[src/sv/rect_add_rect_sum_fenwick_mod_macros.svh]
// Assertion macros for the rectangle add / sum engine.
`ifndef RECT_ADD_RECT_SUM_FENWICK_MOD_MACROS_SVH
`define RECT_ADD_RECT_SUM_FENWICK_MOD_MACROS_SVH
`ifndef SYNTHESIS
`define RAS_ASSERT_IMP(label, clk, rst, a, c) \
   label: assert property (@(posedge clk) disable iff (rst) (a) |-> (c)) \
      else $error("assertion failed");
`define RAS_ASSERT_NEXT(label, clk, rst, a, c) \
   label: assert property (@(posedge clk) disable iff (rst) (a) |=> (c)) \
      else $error("assertion failed");
`else
`define RAS_ASSERT_IMP(label, clk, rst, a, c)
`define RAS_ASSERT_NEXT(label, clk, rst, a, c)
`endif
`endif

[src/sv/ras_pkg.sv]
`default_nettype none
package ras_pkg;
   localparam int TREE_SIZE_DEF    = 4096;
   localparam int ANSWER_SLOTS_DEF = 1024;
   localparam logic [29:0] MODP    = 30'd1000000007;

   typedef struct packed {
      logic        operation;
      logic [30:0] x_coord;
      logic [30:0] y_coord;
      logic [12:0] y_index;
      logic signed [31:0] weight;
      logic [9:0]  query_id;
      logic        sign_negative;
   } req_type;

   typedef struct packed {
      logic [9:0]  answer_id;
      logic [29:0] answer_value;
   } rsp_type;

   typedef enum logic [3:0] {
      ST_CLEAR, ST_IDLE, ST_PREP, ST_MUL, ST_UPD_RD, ST_UPD_WR,
      ST_QRY_RD, ST_QRY_ACC, ST_COMB, ST_ANS_RD, ST_ANS_WR, ST_RESP
   } state_type;

   // controller -> datapath
   typedef struct packed {
      logic clear_step;
      logic load;
      logic prep;
      logic mul_step;
      logic tree_rd;
      logic tree_wr;
      logic qry_acc;
      logic comb_step;
      logic ans_rd;
      logic ans_wr;
   } cmd_type;

   // datapath -> controller
   typedef struct packed {
      logic clear_done;
      logic is_query;
      logic walk_done;
      logic mul_done;
      logic comb_done;
   } status_type;

   function automatic logic [29:0] add_mod(input logic [29:0] a, input logic [29:0] b);
      logic [30:0] s;
      s = {1'b0, a} + {1'b0, b};
      if (s >= {1'b0, MODP}) s = s - {1'b0, MODP};
      return s[29:0];
   endfunction

   function automatic logic [29:0] sub_mod(input logic [29:0] a, input logic [29:0] b);
      logic [30:0] s;
      s = {1'b0, a} + {1'b0, MODP} - {1'b0, b};
      if (s >= {1'b0, MODP}) s = s - {1'b0, MODP};
      return s[29:0];
   endfunction

   // reduce a value below 3*P (31 bits)
   function automatic logic [29:0] red31(input logic [31:0] a);
      logic [31:0] s;
      s = a;
      if (s >= {2'b0, MODP}) s = s - {2'b0, MODP};
      if (s >= {2'b0, MODP}) s = s - {2'b0, MODP};
      return s[29:0];
   endfunction
endpackage
`default_nettype wire

[src/sv/ras_ctrl.sv]
`default_nettype none
`include "rect_add_rect_sum_fenwick_mod_macros.svh"
module ras_ctrl import ras_pkg::*; (
   input  wire logic       clock,
   input  wire logic       reset,
   input  wire status_type status,
   output cmd_type         cmd,
   input  wire logic       req_valid,
   output logic            req_ready,
   output logic            rsp_valid,
   input  wire logic       rsp_ready
);
   state_type state_ff, state_in;
   logic rv_ff, rv_in;
   logic [1:0] mul_cnt_ff, mul_cnt_in;

   always_ff @(posedge clock) begin
      if (reset) begin
         state_ff <= ST_CLEAR;
         rv_ff <= 1'b0;
      end else begin
         state_ff <= state_in;
         rv_ff <= rv_in;
      end
   end

   always_comb begin
      state_in = state_ff;
      cmd = '0;
      rv_in = rv_ff;
      req_ready = 1'b0;
      if (rv_ff && rsp_ready) rv_in = 1'b0;
      unique case (state_ff)
         ST_CLEAR: begin
            cmd.clear_step = 1'b1;
            if (status.clear_done) state_in = ST_IDLE;
         end
         ST_IDLE: begin
            req_ready = 1'b1;
            if (req_valid) begin
               cmd.load = 1'b1;
               state_in = ST_PREP;
            end
         end
         ST_PREP: begin
            cmd.prep = 1'b1;
            state_in = status.is_query ? ST_QRY_RD : ST_MUL;
         end
         ST_MUL: begin
            // three products: stop after the third
            if (status.mul_done) begin
               cmd.mul_step = 1'b1;
               if (mul_cnt_ff == 2'd2) state_in = ST_UPD_RD;
            end
         end
         ST_UPD_RD: begin
            if (status.walk_done) state_in = ST_IDLE;
            else begin
               cmd.tree_rd = 1'b1;
               state_in = ST_UPD_WR;
            end
         end
         ST_UPD_WR: begin
            cmd.tree_wr = 1'b1;
            state_in = ST_UPD_RD;
         end
         ST_QRY_RD: begin
            if (status.walk_done) state_in = ST_COMB;
            else begin
               cmd.tree_rd = 1'b1;
               state_in = ST_QRY_ACC;
            end
         end
         ST_QRY_ACC: begin
            cmd.qry_acc = 1'b1;
            state_in = ST_QRY_RD;
         end
         ST_COMB: begin
            if (status.comb_done) state_in = ST_ANS_RD;
            else if (status.mul_done) cmd.comb_step = 1'b1;
         end
         ST_ANS_RD: begin
            cmd.ans_rd = 1'b1;
            state_in = ST_ANS_WR;
         end
         ST_ANS_WR: begin
            if (!rv_ff || rsp_ready) begin
               cmd.ans_wr = 1'b1;
               rv_in = 1'b1;
               state_in = ST_IDLE;
            end
         end
         default: state_in = ST_IDLE;
      endcase
   end

   always_comb begin
      mul_cnt_in = mul_cnt_ff;
      if (cmd.prep) mul_cnt_in = '0;
      else if (cmd.mul_step) mul_cnt_in = mul_cnt_ff + 2'd1;
   end
   always_ff @(posedge clock) begin
      if (reset) mul_cnt_ff <= '0;
      else mul_cnt_ff <= mul_cnt_in;
   end

   assign rsp_valid = rv_ff;

   `RAS_ASSERT_IMP(a_ready_idle, clock, reset, req_ready, state_ff == ST_IDLE)
   `RAS_ASSERT_IMP(a_no_overwrite, clock, reset, cmd.ans_wr, !rv_ff || rsp_ready)
   `RAS_ASSERT_NEXT(a_load_prep, clock, reset, cmd.load, state_ff == ST_PREP)
endmodule
`default_nettype wire

[config.mk]
export PLATFORM = sky130hd
export DESIGN_NAME = ras_ctrl
export DESIGN_NICKNAME = d
export VERILOG_FILES = /design/src/sv/ras_pkg.sv /design/src/sv/ras_ctrl.sv
export VERILOG_INCLUDE_DIRS = /design/src /design/src/sv
export SDC_FILE = /design/constraint.sdc
export NUM_CORES = 1
export LEC_CHECK = 0
export BUFFER_PORTS_ARGS = -buffer_cell sky130_fd_sc_hd__buf_2
export CAP_MARGIN = 10
export CORE_AREA = 10 10 47 49
export CTS_CLUSTER_SIZE = 40
export DETAILED_ROUTE_END_ITERATION = 10
export DIE_AREA = 0 0 57 59
export PLACE_DENSITY_LB_ADDON = 0.08
export SLEW_MARGIN = 25
export SYNTH_ARGS = -nofsm -noshare
export SYNTH_HDL_FRONTEND = slang
export SYNTH_SLANG_ARGS = --single-unit
[constraint.sdc]
create_clock -name clock -period 2 [get_ports clock]
set_clock_uncertainty 0.15 [all_clocks]
set_input_delay 0.1 -clock clock [delete_from_list [all_inputs] [get_ports clock]]
set_output_delay 0.1 -clock clock [all_outputs]
set_load 0.03 [all_outputs]
=== Word-level counts from Yosys, hierarchy flattened ===
Index checks and enable logic that the tools add are counted.

* Flip-flop bits (word level): 7
* Input port bits: 9
* Output and inout bits: 12

* Add/sub/neg operators: 1
* Equality and inequality tests: 17
* Multiplexer cells: 29
* Reduce and logical (&&, ||, !) cells: 7

{| class="wikitable"
|+ Operators by type and width
! operator !! number
|-
| one-hot mux 4 bit (11 select lines) || 1
|-
| two-way mux 4 bit || 7
|-
| two-way mux 1 bit || 19
|-
| equality test 4 x 3 -> 1 bit, second input constant || 4
|-
| equality test 4 bit, second input constant || 3
|-
| != test 2 bit, second input constant || 6
|-
| equality test 4 x 2 -> 1 bit, second input constant || 2
|-
| two-way mux 3 bit || 2
|-
| AND reduction 6 bit || 1
|-
| equality test 4 x 1 -> 1 bit, second input constant || 1
|-
| zero test 4 bit || 1
|-
| OR reduction 2 bit || 2
|-
| adder 2 x 1 -> 2 bit, second input constant || 1
|-
| equality test 2 bit, second input constant || 1
|-
| logical AND 1 bit || 1
|-
| zero test 1 bit || 1
|-
| logical OR 1 bit || 1
|}

=== Longest topological paths before layout ===
Gate-level depths: netlist of the first run.

* Depth after elaboration: 4
* Mapped depth: 6
* Mapped depth without buffers: 6

=== Worst setup path before layout of the first run ===
Ideal clock, no wire load.

* Path kind: flip-flop to output port
* From: reg state_ff[2]
* To: out cmd[2] (netlist name)
* Arrival time: 1.755 ns
* Data required time: 1.750 ns
* Path slack: -0.005 ns
* Stages on the path, launching flop included: 4
* Buffers on the path: 1
* Cells stage by stage: dfxtp_1 > buf_6 > or2_4 > nor4b_1

{| class="wikitable"
|+ RTL lines
! item !! line !! source
|-
| from (decl) || ras_ctrl.sv:13 || <nowiki>state_type state_ff, state_in;</nowiki>
|-
| from (signal assigned) || ras_ctrl.sv:22 || <nowiki>state_ff <= state_in;</nowiki>
|-
| to (decl) || ras_ctrl.sv:7 || <nowiki>output cmd_type cmd,</nowiki>
|}

==> results of run 1 <==
==> worst paths after layout <==
path | startpoint | endpoint | slack [ps] | cells after the start
setup / recovery | state_ff[1] | cmd[6] | 200 | 3
hold / removal | rsp_ready | rsp_valid | 50 | 3
setup reg to reg | state_ff[3] | state_ff[1] | 330 | 4
hold reg to reg | mul_cnt_ff[1] | mul_cnt_ff[1] | 400 | 2
==> final cells by class <==
cell class                 count  share of cell area
sequential                     7              0.2082
tap                           16             0.02974
clock buffer                   4             0.03903
multi-input combinational     50              0.5483
timing repair buffer          21              0.1636
inverter                       2             0.01115
==> through the flow <==
step,total power (W),setup WS (ps),cells,hold WS (ps)
after global routing,0.0008528,89.72,100,66.16
after CTS,0.0008014,202.7,100,47.23
after global placement,0.0006693,343.7,95,246.7
after floorplan,0.0005890,39.92,64,17.86
final,0.0007968,199.8,100,48.84
after detailed placement,0.0006675,339.1,95,241.5
==> registers in the layout (all words and copies together) (netlist names) <==
signal      cells
mul_cnt_ff      2
rsp_valid       1
state_ff        4
==> worst max-delay path: stages, from the launching register on <==
cell and delay, ps:
dfxtp_1 540, and2b_1 250, and3_1 270, buf_2 240
==> logic make-up after synthesis <==
group | share of synthesized area
flip-flops | 0.2575
adder cells (fa/ha/maj) | 0.02298
XOR/XNOR | 0.01609
multiplexers | 0.05747
AND/OR/NAND/NOR | 0.3448
buffers and inverters | 0.07586
AO/OA/AOI/OAI | 0.2253
==> synth_stat cells (2+ instances only) <==
library cell,number,area (µm²)
nor2_1,9,33.78
dfxtp_1,7,140.1
nand2b_1,5,31.28
nor3_1,5,25.02
buf_2,3,15.01
a21oi_1,2,10.01
and2b_1,2,15.01
inv_1,2,7.510
mux2i_1,2,20.02
nand2_1,2,7.510
nor4b_1,2,17.52
==> layer usage <==
metal  vias up  GRT usage  share of wire  wire length, µm
li1        275          -              -                -
met2        16     0.1256           0.47              677
met5         -          0              0                0
met4         0    0.02013              0                0
met3         0    0.02790          0.071              103
met1       247     0.1047           0.46              670
==> where the power goes <==
part	total [W]	leakage (nW)	switching [W]	internal (W)
clock network	0.000129	0.0150	0.0000527	0.0000762
registers	0.000236	0.0570	0.0000701	0.000166
logic	0.000431	0.212	0.000260	0.000171
total	0.000797	0.284	0.000383	0.000414
==> impl_metrics.toml, run 1 <==
[synth]
syn-mean-instance-area_um2 = 8.504
synth_nets = 74
ys_seq_area_frac = 0.2575
synthFlopType = "dfxtp_1"
synth_seq_cells = 7
ys_warn_count = 0
syn_area_um2 = 544.3
synth.distinct_cells = 34
postSynthCellCount = 64
synth_edf_count = 0
synth-async-reset-ratio = 0

[layout]
multi_input_area_um2 = 369.1
final_cell_mix = "buf_2, nor2_1, dfxtp_1"
antenna_cells = 0
seq_area_um2 = 140.1
drive_above_1_share = 0.3810
syn_to_final_growth_pct = 23.68
finish.utilization = 0.4804
fin_nets = 95
final_common_cell = "buf_2"
postLayoutCellArea_um2 = 673.1
fillers = 153

[cts]
cts_sinks = 7
cts_buffers = 3
cts_tree = "done"
cts_resized = 0
hold_buffers = 1
clkTransAtPathRegs_ps = 60
clock_path_buffers = 2
root_buffer = "clkbuf_4"
insertion_delay_ps = 250
htreeDepth = 1
post_cts_buffers = 0

[timing]
finalHoldViolCount = 0
setup_viol = 0
layout_min_cycle_time_ps = 1800
drv_slew = 0
fin_setup_tns_ps = 0
maxSlewHeadroom = 0.7340
rsz0062_at_grt = "no"
max_freq_ghz = 0.5555
worst_pin_slew_ps = 398.5
min_period_over_period = 0.9001

[detailed_routing]
final_antenna_net_count = 0
viasPerCell = 5.380
firstDrtPassIters = 4
vias = 538
drt_iter0_markers = 10
routed_wl_mm = 1.450
drcViolationCount = 0
wl_per_cell_um = 14.50

[worst_setup_path]
crit_path_end_kind = "output pin"
worstPathArrival_ps = 1550
cp-start-kind = "flip-flop"
cp.required_ps = 1750
path_max_fanout = 12
worstSetupPathType = "flip-flop to output pin"

[grt]
antenna_found_initial = 0
grt_pass1_wl_mm = 2.332
grt_pass1_vias = 495
grt-ovfl-total = 0
grt_max_degree = 13
gr-usage-all-layers = 0.08120

[place]
postPlaceCellArea_um2 = 636.9
dp_hpwl_mm = 1.137
gp_congestion = 0.8024
portBuffers = 20

[hold_path]
min_path_type = "input port to flip-flop"

[pwr]
power.leakage_nw = 0.2837
ir_drop_mv = 0.4086
p_per_area_nw_per_um2 = 1184

[flow_run]
cap_viol_max_count = 0

[floorplanning]
start_util = 0.3884
rows = 14
die_x_um = 57
dieArea_um2 = 3363
io_pins = 21
die_h_um = 59
core_um2 = 1401

[run_status]
status = "finished clean"
Note: power is estimated with default switching activity, not from simulation.
==> run 2: changes to the inputs <==
Settings changed: CELL_PAD_IN_SITES_DETAIL_PLACEMENT set to 1, CELL_PAD_IN_SITES_GLOBAL_PLACEMENT set to 2, CORE_AREA 10 10 47 49 to 10 10 58 60, DIE_AREA 0 0 57 59 to 0 0 68 70.
Clock period 2 ns to 1.9 ns, I/O delays scaled along.
==> run 2 against run 1 <==
Compared with the run above: combinational power rose by 9.7%; global-route usage fell by 0.11 points; final area rose by 5.8%; critical endpoint unchanged; highest routed layer is now met4.
==> impl_metrics.toml, run 2 (same netlist as run 1, synthesis figures left out) <==
[floorplanning]
core_um2 = 2342
die_h_um = 70
start_util = 0.2324
rows = 18
dieArea_um2 = 4760
io_pins = 21
die_x_um = 68

[worst_setup_path]
critPathMaxStageDelay_ps = 550
cp-start-kind = "flip-flop"
crit_path_end_kind = "output pin"
crit_path_start = "state_ff[0]"
reg2reg_from = "state_ff[0]"
crit_cells = 3
critPathTopFamily = "flip-flops"
worstPathCellList = "and2b_1 -> and3_1 -> buf_2"
worstRegToRegCells = 4
cp.required_ps = 1650
path_max_fanout = 11
reg2reg_slack_ps = 280
critPathBufInv = 1
worstPathArrival_ps = 1500
r2r-end = "state_ff[1]"
crit_slowest_cell = "dfxtp_1"
worstSetupPathType = "flip-flop to output pin"
worstSetupEndpoint = "cmd[6]"

[timing]
fin_setup_tns_ps = 0
maxSlewHeadroom = 0.7407
rsz0062_at_grt = "no"
min_period_over_period = 0.9185
drv_slew = 0
max_freq_ghz = 0.5730
finalHoldViolCount = 0
layout_min_cycle_time_ps = 1745
setup_viol = 0
worst_pin_slew_ps = 388.5

[detailed_routing]
viasPerCell = 4.716
firstDrtPassIters = 4
vias = 547
drcViolationCount = 0
final_antenna_net_count = 0
routed_wl_mm = 1.673
drt_iter0_markers = 12
wl_per_cell_um = 14.42

[cts]
insertion_delay_ps = 250
htreeDepth = 1
clkTransAtPathRegs_ps = 50
post_cts_buffers = 0
cts_tree = "done"
root_buffer = "clkbuf_4"
cts_sinks = 7
clock_path_buffers = 2
cts_buffers = 3

[hold_path]
min_path_type = "input port to flip-flop"
hold_start = "rsp_ready"

[grt]
grt_max_degree = 13
gr-usage-all-layers = 0.08014
grt-ovfl-total = 0
grt_pass1_wl_mm = 2.960
antenna_found_initial = 0
grt_pass1_vias = 609

[pwr]
power.leakage_nw = 0.2982
p_total_w = 0.0008643
p_per_area_nw_per_um2 = 1214
ir_drop_mv = 0.3353

[place]
dp_hpwl_mm = 1.374
gp_congestion = 0.6955
portBuffers = 20

[layout]
regMostFlops = "state_ff"
fillers = 296
syn_to_final_growth_pct = 30.80
final_cell_mix = "buf_2, nor2_1, dfxtp_1"
drive_above_1_share = 0.4186
largest_register_ff_count = 4
fin_nets = 97
antenna_cells = 0
final_common_cell = "buf_2"

[flow_run]
cap_viol_max_count = 0

[run_status]
status = "finished clean"
==> run 2: changes by cell type in the layout (fill, tap and decap cells not counted) <==
cell	change
nor3_2	+1
buf_4	+2
dfxtp_1	-1
nor3_1	-1
dfxtp_2	+1
==> run 2: what timing repair did <==
item                       CTS  global route
hold buffers                 1             0
setup endpoints to repair    0             2
hold endpoints to repair     5             0
resized for setup            0             1
==> run 2: worst min-delay path by stage <==
stage	to	depth (start not counted)
after floorplan	state_ff[1]	1
after global placement	state_ff[1]	2
after global routing	rsp_valid	3
after CTS	rsp_valid	3
after detailed placement	state_ff[1]	2
final	rsp_valid	3
==> run 2: layout make-up <==
type                       count  area (µm²)  share of cell area
clock buffer                   4       26.28             0.03691
multi-input combinational     50       374.1              0.5255
timing repair buffer          23       125.1              0.1757
tap                           30       37.54             0.05272
inverter                       2       7.507             0.01054
sequential                     7       141.4              0.1986
==> run 2: through the flow <==
step           hold slack [ps]    util  cells  area, µm²  worst slack [ps]
2_1_floorplan            12.86       -     64      555.5             133.0
6_report                 40.04  0.3040    116      711.9             154.8
4_1_cts                  30.37  0.3034    116      710.7             7.956
3_3_place_gp             251.3  0.2879    111      674.4             208.0
3_5_place_dp             246.0  0.2879    111      674.4             184.0
5_1_grt                  63.19  0.3040    116      711.9             28.32
==> run 2: per-layer routing <==
metal	track usage	wire, µm
met3	0.03190	119
met2	0.1263	753
met5	0	0
met4	0.04698	29
met1	0.08633	770
==> run 2: where the power goes <==
part           total, W  internal [W]  switching, W  leakage [nW]
Sequential     0.000252      0.000178     0.0000748        0.0573
Clock          0.000139     0.0000804     0.0000586        0.0150
Combinational  0.000473      0.000187      0.000286         0.226
==> run 2: worst reg2reg max path, stage by stage, from the launching register on <==
cell      delay [ps]
dfxtp_1          550
mux2i_1          170
a32oi_2          330
a21oi_2          100
a311oi_2         230
